<file path="src/hdl/subtab_pkg.sv">
package subtab_pkg;

    // request codes
    typedef enum logic [1:0] {
        CMD_SUBSCRIBE   = 2'd0,
        CMD_UNSUBSCRIBE = 2'd1,
        CMD_QUERY       = 2'd2,
        CMD_LIST        = 2'd3
    } cmd_t;

    // controller states
    typedef enum logic [1:0] {
        ST_IDLE,
        ST_SCAN,
        ST_PAIR_FIN,
        ST_LIST_FIN
    } state_t;

    // width of the listed subscriber port and of the count field
    localparam int OUT_WIDTH   = 32;
    localparam int COUNT_WIDTH = 7;

    // commands from controller to datapath
    typedef struct packed {
        logic load;
        logic scan;
        logic pair_fin;
        logic list_fin;
    } ctrl_t;

    // status from datapath to controller
    typedef struct packed {
        logic is_list;
        logic found;
        logic list_full;
        logic scan_done;
    } stat_t;

endpackage

</file>
<file path="src/hdl/subtab_ctrl.sv">
module subtab_ctrl (
    input  logic               clk,
    input  logic               rst_n,
    input  logic               start,
    input  subtab_pkg::stat_t  stat,
    output subtab_pkg::ctrl_t  ctrl,
    output logic               busy
);

    subtab_pkg::state_t state_reg;
    subtab_pkg::state_t state_next;

    // state register
    always_ff @(posedge clk or negedge rst_n)
    begin
        if (!rst_n)
        begin
            state_reg <= subtab_pkg::ST_IDLE;
        end
        else
        begin
            state_reg <= state_next;
        end
    end

    // next state
    always_comb
    begin
        state_next = state_reg;
        unique case (state_reg)
            subtab_pkg::ST_IDLE:
            begin
                if (start)
                begin
                    state_next = subtab_pkg::ST_SCAN;
                end
            end
            subtab_pkg::ST_SCAN:
            begin
                if (stat.is_list)
                begin
                    if (stat.list_full || stat.scan_done)
                    begin
                        state_next = subtab_pkg::ST_LIST_FIN;
                    end
                end
                else if (stat.found || stat.scan_done)
                begin
                    state_next = subtab_pkg::ST_PAIR_FIN;
                end
            end
            subtab_pkg::ST_PAIR_FIN:
            begin
                state_next = subtab_pkg::ST_IDLE;
            end
            subtab_pkg::ST_LIST_FIN:
            begin
                state_next = subtab_pkg::ST_IDLE;
            end
            default:
            begin
                state_next = subtab_pkg::ST_IDLE;
            end
        endcase
    end

    // command outputs
    always_comb
    begin
        ctrl = '0;
        busy = 1'b1;
        unique case (state_reg)
            subtab_pkg::ST_IDLE:
            begin
                busy      = 1'b0;
                ctrl.load = start;
            end
            subtab_pkg::ST_SCAN:
            begin
                ctrl.scan = 1'b1;
            end
            subtab_pkg::ST_PAIR_FIN:
            begin
                ctrl.pair_fin = 1'b1;
            end
            subtab_pkg::ST_LIST_FIN:
            begin
                ctrl.list_fin = 1'b1;
            end
            default:
            begin
                busy = 1'b1;
            end
        endcase
    end

endmodule

</file>
<file path="config.mk">
export PLATFORM = sky130hd
export DESIGN_NAME = subtab_ctrl
export DESIGN_NICKNAME = d
export VERILOG_FILES = /design/src/hdl/subtab_pkg.sv /design/src/hdl/subtab_ctrl.sv
export SDC_FILE = /design/constraint.sdc
export NUM_CORES = 1
export LEC_CHECK = 0
export ABC_CLOCK_PERIOD_IN_PS = 1150
export BUFFER_PORTS_ARGS = -buffer_cell sky130_fd_sc_hd__clkbuf_2
export CAP_MARGIN = 10
export CORE_AREA = 5 5 42 44
export CTS_CLUSTER_SIZE = 24
export DETAILED_ROUTE_END_ITERATION = 7
export DIE_AREA = 0 0 47 49
export PLACE_DENSITY = 0.3
export SLEW_MARGIN = 5
export SYNTH_ARGS = -nofsm -noshare
export SYNTH_HDL_FRONTEND = slang
export SYNTH_SLANG_ARGS = --single-unit
</file>
<file path="constraint.sdc">
create_clock -name clk -period 1.15 [get_ports clk]
set_clock_uncertainty 0.15 [all_clocks]
set_input_delay 0.115 -clock clk [delete_from_list [all_inputs] [get_ports clk]]
set_output_delay 0.115 -clock clk [all_outputs]
set_load 0.01 [all_outputs]
</file>
==> results of run 1 <==
==> cell type report <==
type,instances,area (um^2)
timing repair buffer,15,90.1
clock buffer,3,22.5
fill,169,1140
inverter,1,3.75
multi-input combinational,10,78.8
tap,16,20.0
sequential,2,50.0
==> layer usage <==
metal	wire length, um	up-vias	GRT usage [%]	part of all wire (%)
met2	185	12	5.88	40
met4	0	0	5.53	0
met3	78	0	5.17	17
li1	-	82	-	-
met1	197	71	4.84	43
met5	0	-	0	0
==> critical path, cell delays in order, from the launching register on <==
cell and delay, ns:
dfrtp_1 0.40, or2_1 0.24, nor2_1 0.09, buf_2 0.13
==> timing repair <==
item	CTS	global route
endpoints found under the hold margin	3	0
resized for setup	0	4
hold buffers	2	0
endpoints found under the setup margin	5	5
setup buffers	0	1
==> logic make-up (layout without fill, tap and decap cells) <==
family | after synthesis | count (layout)
flip-flops | 2 | 2
AO/OA/AOI/OAI | 3 | 3
multiplexers | 1 | 1
buffers and inverters | 2 | 19
AND/OR/NAND/NOR | 6 | 6
==> path summary, 6_finish.rpt <==
kind / to / slack (ns) / startpoint
max: ctrl[3] / -0.20 / state_reg[1]$_DFFE_PN0P_
min: state_reg[0]$_DFFE_PN0P_ / 0.04 / start
max reg2reg: state_reg[0]$_DFFE_PN0P_ / 0.16 / state_reg[0]$_DFFE_PN0P_
min reg2reg: state_reg[0]$_DFFE_PN0P_ / 0.43 / state_reg[0]$_DFFE_PN0P_
max in group asynchronous: state_reg[0]$_DFFE_PN0P_ / 0.67 / rst_n
min in group asynchronous: state_reg[1]$_DFFE_PN0P_ / 0.08 / rst_n
==> per-stage QoR <==
step	power, mW	utilization (%)
5_1_grt	0.689	18.9
3_5_place_dp	0.435	15.4
4_1_cts	0.610	18.4
3_3_place_gp	0.427	15.4
6_report	0.613	18.9
2_1_floorplan	0.320	-
==> power by group <==
part           total (mW)  switching [mW]  internal [mW]
sequential          0.138          0.0322          0.105
combinational       0.320           0.145          0.174
clock               0.156          0.0409          0.115
==> cell usage in the layout, fill, tap and decap left out, drive strengths merged <==
| cell | instances |
|---|---|
| inv | 1 |
| a211oi | 1 |
| o21ba | 1 |
| dlygate4sd3 | 2 |
| dfrtp | 2 |
| mux2 | 1 |
| nor2b | 1 |
| buf | 6 |
| and2b | 1 |
| clkbuf | 10 |
| nor2 | 2 |
| and2 | 1 |
| o21a | 1 |
| or2 | 1 |
==> flow_summary.yaml, run 1 <==
logic_synthesis:
  yosys.area.top_type_share_pct: 35.7
  syn_inst: 14
  syn_area_um2: 140
  synth_compound_area_share_pct: 21.4
  synth_xor_area_share_pct: 0
  synth_top_family_by_area: "simple AND/OR/NAND/NOR gates"
  ys.flop_type: "dfrtp_1"
  synthTopCellsByCount: "2 x dfrtp_1, 2 x nor2_1"
  yosysTopAreaCell: "dfrtp_1"
  synth_area_leaders: "dfrtp_1 36%, mux2_4 11%, a211oi_2 8.9%"
  ys_seq_area_share_pct: 35.7
  synthesis.nets: 21
  synthMuxAreaShare_pct: 10.7
  synthAdderAreaFrac_pct: 0
  ys_types: 12
  async_flop_share_pct: 100
  ys_ff_latch: 2
  ys_warn_count: 0
  synth-edff-count: 0
  synthSimpleGateAreaFrac_pct: 24.1
  avgSynthCellArea_um2: 10.0
pwr:
  p_leak_nw: 0.146
  vdd.ir_drop.worst_v: 0.000685
  power_density_nw_per_um2: 2310
place:
  dp_slack_ns: 0.0194
  placedCellCount: 41
  gp_congestion: 0.711
  post_dp_cell_area_um2: 215
  numPortBuffers: 11
global_routing:
  grt_pass1_wl_um: 745
  grt_antenna_before_repair: 0
  grt_max_degree: 6
  grt_pass1_vias: 196
  grt_overflow: 0
  grt_util_all_layers_pct: 5.21
route:
  drc: 0
  routed_wl_um: 461
  drtIter0Drc: 1
  post_drt_wl_per_cell_um: 9.81
  postRouteAntennaNets: 0
  dr.pass1.iters: 3
  vias: 165
  viasPerCell: 3.51
floorplanning:
  rows: 14
  dieArea_um2: 2300
  ios: 12
  die_y_um: 49
  start_util_pct: 10.0
  die_w_um: 47
  core_area_um2: 1400
clock_network:
  clock_path_buffers: 2
  clkSlewWorstSetupHoldPaths_ns: 0.03
  htree_levels: 1
  root_buffer: "clkbuf_4"
  cts_tree: "yes"
  insertion_delay_ns: 0.22
  numClockSinks: 2
  cts_buffers: 3
status:
  outcome: "finished, violations left"
  violations: "negative setup slack"
timing:
  setup_viol: 5
  rsz0062_at_grt: "yes"
  fmax_ghz: 0.742
  slew_violations: 0
  finalHoldViolations: 0
  setup_tns_ns: -0.635
  hold_ws_ns: 0.0413
  finalCritPeriodShare_pct: 117
  tightest_slew_ns: 0.138
  relSlewSlack_pct: 90.8
  fin_ws_ns: -0.197
  fin_crit_ns: 1.35
critical_path:
  crit_arrival_ns: 1.08
  worst_setup_path_end_kind: "primary output"
  start_kind: "flop"
  path_class: "flop to primary output"
  reg2reg_depth: 3
  critPathRequiredTime_ns: 0.88
  cp_max_fo: 5
cells_and_area:
  final_cells: 47
  largest_register_ffs: 2
  n_antenna_cell: 0
  final_area_um2: 265
  area_growth_pct: 89.3
  final_nets: 40
  drive_gt1_share_pct: 58.1
min_path:
  hold_depth: 3
  hp-class: "primary input to flop"
flow_run:
  maxCapViolCount: 0
Power figures use the tool's default switching activity.
==> inputs of run 2 (changes only) <==
==> constraint.sdc (replaced) <==
create_clock -name clk -period 1.15 [get_ports clk]
set_clock_uncertainty 0.15 [all_clocks]
set_input_delay 0.345 -clock clk [delete_from_list [all_inputs] [get_ports clk]]
set_output_delay 0.345 -clock clk [all_outputs]
set_load 0.01 [all_outputs]
==> run 2 against run 1 <==
  * The flow still finishes with violations (negative setup slack)
  * Design area rose by 12%
  * Register-to-register slack worse by 0.15 ns
  * Utilization grew 2.3 points
  * Sequential cell count unchanged
  * Global-route usage about the same
  * Worst hold slack improved by 0.18 ns
  * Non-clock buffer count rose by 2
  * Critical path depth is the same
  * Die area did not move
  * Worst setup slack worse by 0.19 ns
  * First-iteration DRC count grew 100%
==> flow_summary.yaml, run 2 (synthesis gave the netlist of run 1 again) <==
critical_path:
  path_class: "flop to primary output"
  critical-path-top-delay-family: "flip-flops"
  crit_arrival_ns: 1.04
  worst-path-buf-inv: 1
  cp_max_fo: 3
  reg2reg_depth: 4
  critPathMaxStageDelay_ns: 0.37
  cp.depth: 3
  critPathSlowestCell: "dfrtp_1"
  worst_setup_path_end_kind: "primary output"
  start_kind: "flop"
  critPathRequiredTime_ns: 0.65
  crit_chain: "or2_4, nor2_4, buf_6"
clock_network:
  numClockSinks: 2
  cts_buffers: 3
  cts_tree: "yes"
  clkSlewWorstSetupHoldPaths_ns: 0.03
  insertion_delay_ns: 0.22
  htree_levels: 1
  root_buffer: "clkbuf_4"
  clock_path_buffers: 2
timing:
  rsz0062_at_grt: "yes"
  fmax_ghz: 0.652
  slew_violations: 0
  hold_ws_ns: 0.222
  fin_crit_ns: 1.53
  tightest_slew_ns: 0.153
  finalCritPeriodShare_pct: 133
  relSlewSlack_pct: 89.8
  finalHoldViolations: 0
  setup_viol: 5
  fin_ws_ns: -0.385
floorplanning:
  ios: 12
  dieArea_um2: 2300
  rows: 14
  core_area_um2: 1400
  die_y_um: 49
  die_w_um: 47
  start_util_pct: 10.0
global_routing:
  grt_antenna_before_repair: 0
  grt_pass1_vias: 197
  grt_pass1_wl_um: 807
  grt_overflow: 0
  grt_util_all_layers_pct: 5.21
  grt_max_degree: 5
route:
  dr.pass1.iters: 2
  post_drt_wl_per_cell_um: 8.51
  viasPerCell: 3.41
  drtIter0Drc: 2
  vias: 167
  routed_wl_um: 417
  drc: 0
  postRouteAntennaNets: 0
place:
  numPortBuffers: 11
  post_dp_cell_area_um2: 240
  dp_slack_ns: -0.179
  gp_congestion: 0.623
  hpwlAfterDp_um: 353
cells_and_area:
  n_antenna_cell: 0
  fin_util_pct: 21.3
  mostFrequentLayoutCell: "clkbuf_2"
  largest_register_ffs: 2
  final_area_um2: 298
  final_nets: 42
  final_cell_mix: "7 x clkbuf_2, 4 x buf_4, 3 x clkbuf_4, 3 x buf_2"
  area_growth_pct: 113
  drive_gt1_share_pct: 69.7
min_path:
  hp-class: "primary input to flop"
  hold_depth: 2
pwr:
  p_leak_nw: 0.161
  power_density_nw_per_um2: 2490
  vdd.ir_drop.worst_v: 0.000884
flow_run:
  maxCapViolCount: 0
status:
  violations: "negative setup slack"
  outcome: "finished, violations left"
run 2: cell count changes in the layout (fill, tap and decap cells not counted), sizes merged:
cell         change
dlygate4sd3      -1
buf              +3
run 2: power breakdown:
group          switching [mW]  internal, mW
logic                   0.188         0.271
clock network          0.0376         0.115
registers              0.0238         0.105
total                   0.249         0.491
run 2: worst register-to-register path: cells and delay by family (launching register included):
| family | cells | cell delay, ns |
|---|---|---|
| buffers and inverters | 2 | 0.23 |
| AND/OR/NAND/NOR | 1 | 0.17 |
| AO/OA/AOI/OAI | 1 | 0.09 |
| flip-flops | 1 | 0.38 |
run 2: area by class of cell:
type	count	area, um^2
sequential	2	50.0
clock buffer	3	22.5
timing repair buffer	17	113
inverter	1	3.75
multi-input combinational	10	88.8
fill	153	1100
tap	16	20.0
run 2: timing repair:
item	4_1_cts	5_1_grt
hold endpoints to repair	2	0
hold buffers	1	0
resized for setup	0	6
buffers inserted	1	1
setup endpoints to repair	5	5
run 2: per-layer routing:
layer | up-vias | wire length [um] | global-route usage, %
met4 | 0 | 0 | 4.15
li1 | 85 | - | -
met5 | - | 0 | 0
met3 | 0 | 25 | 3.69
met1 | 79 | 128 | 4.41
met2 | 3 | 263 | 7.92
run 2: worst paths after layout:
kind / slack (ns) / from / to
setup / recovery: -0.38 / state_reg[1]$_DFFE_PN0P_ / ctrl[3]
hold / removal: 0.22 / stat[0] / state_reg[1]$_DFFE_PN0P_
min in group asynchronous: 0.30 / rst_n / state_reg[1]$_DFFE_PN0P_
setup reg to reg: 0.01 / state_reg[0]$_DFFE_PN0P_ / state_reg[1]$_DFFE_PN0P_
max in group asynchronous: 0.45 / rst_n / state_reg[0]$_DFFE_PN0P_
hold reg to reg: 0.39 / state_reg[1]$_DFFE_PN0P_ / state_reg[0]$_DFFE_PN0P_
run 2: stage by stage:
step                      std cells  power (mW)  setup TNS (ns)
after floorplan                  14       0.374          -0.171
after global placement           43       0.499          -0.592
after detailed placement         43       0.506          -0.606
after CTS                        48       0.700           -1.77
after global routing             49       0.811           -2.02
final                            49       0.740           -1.68
==> inputs of run 3 (changes only) <==
--- a/config.mk
+++ b/config.mk
@@ -5,6 +5,7 @@
 export SDC_FILE = /design/constraint.sdc
 export NUM_CORES = 1
 export LEC_CHECK = 0
+export ABC_AREA = 1
 export ABC_CLOCK_PERIOD_IN_PS = 1150
 export BUFFER_PORTS_ARGS = -buffer_cell sky130_fd_sc_hd__clkbuf_2
 export CAP_MARGIN = 10
==> run 3 against run 2 <==
  * The flow still finishes with violations (negative setup slack)
  * Sequential cell count did not move
  * Worst setup slack improved by 0.054 ns
  * Final cell count rose by 27%
  * Non-clock buffer count rose by 1
  * Synthesized cell count rose by 86%
  * Combinational power rose by 42%
  * Fmax rose by 3.6%
  * Synthesized area rose by 8.0%
  * Routed wire length rose by 17%
  * First-iteration DRC count fell by 100%
  * Highest routed layer is now met4
  * Critical path depth rose by 1
==> flow_summary.yaml, run 3 <==
status:
  outcome: "finished, violations left"
  violations: "negative setup slack"
logic_synthesis:
  avgSynthCellArea_um2: 5.82
  syn_inst: 26
  ys_warn_count: 0
  synth_top_family_by_area: "simple AND/OR/NAND/NOR gates"
  synth_xor_area_share_pct: 0
  synthesis.nets: 33
  ys_seq_area_share_pct: 33.1
  ys.flop_type: "dfrtp_1"
  yosysMostFrequentCell: "inv_1"
  synth_compound_area_share_pct: 6.61
  synth_area_leaders: "dfrtp_1 33%, inv_1 20%, nand2_1 17%"
  yosysTopAreaCell: "dfrtp_1"
  yosys.area.top_type_share_pct: 33.1
  synthMuxAreaShare_pct: 0
  async_flop_share_pct: 100
  synthTopCellsByCount: "8 x inv_1, 7 x nand2_1, 3 x nor2_1"
  synth-edff-count: 0
  synthSimpleGateAreaFrac_pct: 33.1
  ys_types: 10
  ys_ff_latch: 2
  syn_area_um2: 151
  synthAdderAreaFrac_pct: 0
critical_path:
  setup.worst_path.end: "ctrl[2]"
  crit_arrival_ns: 0.99
  path_class: "flop to primary output"
  worst_setup_path_end_kind: "primary output"
  critical_path.startpoint: "state_reg[0]$_DFFE_PN0P_"
  r2r-start: "state_reg[0]$_DFFE_PN0P_"
  start_kind: "flop"
  critPathRequiredTime_ns: 0.65
  cp_max_fo: 3
  reg2reg_depth: 7
  worstReg2RegEnd: "state_reg[1]$_DFFE_PN0P_"
  r2r_setup_slack_ns: -0.05
timing:
  setup_viol: 7
  hold_ws_ns: 0.259
  tightest_slew_ns: 0.242
  slew_violations: 0
  finalHoldViolations: 0
  fin_crit_ns: 1.48
  fin_ws_ns: -0.331
  relSlewSlack_pct: 83.7
  fmax_ghz: 0.675
  rsz0062_at_grt: "yes"
  finalCritPeriodShare_pct: 129
place:
  hpwlAfterDp_um: 342
  dp_slack_ns: -0.121
  numPortBuffers: 11
  post_dp_cell_area_um2: 274
  gp_congestion: 0.597
route:
  postRouteAntennaNets: 0
  post_drt_wl_per_cell_um: 7.84
  dr.pass1.iters: 1
  viasPerCell: 3.37
  drtIter0Drc: 0
  drc: 0
  routed_wl_um: 486
  vias: 209
global_routing:
  grt_antenna_before_repair: 0
  grt_overflow: 0
  grt_util_all_layers_pct: 5.00
  grt_pass1_vias: 188
  grt_max_degree: 5
  grt_pass1_wl_um: 710
pwr:
  vdd.ir_drop.worst_v: 0.000811
  p_leak_nw: 0.216
  power_density_nw_per_um2: 2600
floorplanning:
  die_y_um: 49
  die_w_um: 47
  dieArea_um2: 2300
  ios: 12
  start_util_pct: 10.8
  core_area_um2: 1400
  rows: 14
cells_and_area:
  n_antenna_cell: 0
  final_cell_mix: "8 x clkbuf_2, 6 x inv_1, 6 x buf_6, 5 x nand2_1"
  drive_gt1_share_pct: 65.2
  largest_register_ffs: 2
  final_area_um2: 365
  final_nets: 55
  area_growth_pct: 141
  mostFrequentLayoutCell: "clkbuf_2"
clock_network:
  cts_setup_buffers: 0
  htree_levels: 1
  numClockSinks: 2
  root_buffer: "clkbuf_4"
  insertion_delay_ns: 0.23
  cts_buffers: 3
  clock_path_buffers: 2
  cts_tree: "yes"
  clkSlewWorstSetupHoldPaths_ns: 0.03
flow_run:
  maxCapViolCount: 0
min_path:
  hp-class: "primary input to flop"
[run 3: area by class of cell]
cell class | instances | area [um^2]
inverter | 9 | 33.8
clock buffer | 3 | 22.5
tap | 16 | 20.0
sequential | 2 | 50.0
multi-input combinational | 14 | 98.8
fill | 169 | 1040
timing repair buffer | 18 | 140
[run 3: how the worst min path moves through the flow]
stage,from,endpoint,depth (start not counted)
after floorplan,rst_n,state_reg[0]$_DFFE_PN0P_,0
after global placement,rst_n,state_reg[1]$_DFFE_PN0P_,1
after detailed placement,rst_n,state_reg[1]$_DFFE_PN0P_,1
after CTS,stat[0],state_reg[0]$_DFFE_PN0P_,4
after global routing,stat[0],state_reg[0]$_DFFE_PN0P_,4
final,stat[0],state_reg[0]$_DFFE_PN0P_,4
[run 3: worst max-delay path, cell delays in order, from the launching register on]
cell and delay, ns:
dfrtp_1 0.42, buf_6 0.14, nand2_4 0.06, inv_2 0.04, buf_6 0.11
[run 3: cell families after synthesis]
kind of cell	after synthesis
and+or+nand+nor	12
AOI/OAI and AO/OA	2
buffers and inverters	10
DFF	2
[run 3: routing by layer]
layer  vias to the layer above  share of wire [%]  GRT usage (%)
met2                        11                 48           5.88
met5                         -                  0              0
met3                         2                 12           3.32
met4                         0                2.9           5.53
li1                        110                  -              -
met1                        86                 37           5.26
[run 3: stage by stage]
| stage | TNS (ns) | std cells | total power, mW | utilization (%) |
|---|---|---|---|---|
| 2_1_floorplan | -0.0437 | 26 | 0.370 | - |
| 3_3_place_gp | -0.395 | 58 | 0.591 | 19.6 |
| 3_5_place_dp | -0.382 | 58 | 0.589 | 19.6 |
| 4_1_cts | -1.66 | 62 | 0.829 | 23.2 |
| 5_1_grt | -2.06 | 62 | 1.04 | 26.1 |
| 6_report | -1.66 | 62 | 0.951 | 26.1 |
[run 3: timing repair]
| item | CTS | global route |
|---|---|---|
| resized for setup | 7 | 11 |
| endpoints found under the setup margin | 5 | 7 |
| hold buffers | 1 | 0 |
| endpoints found under the hold margin | 2 | 0 |
| pin swaps | 3 | 0 |
[run 3: power breakdown]
part | internal [mW] | total, mW | switching, mW | leakage [nW]
clock | 0.115 | 0.158 | 0.0427 | 0.0138
combinational | 0.350 | 0.652 | 0.302 | 0.178
sequential | 0.105 | 0.140 | 0.0353 | 0.0245
total | 0.570 | 0.951 | 0.380 | 0.216
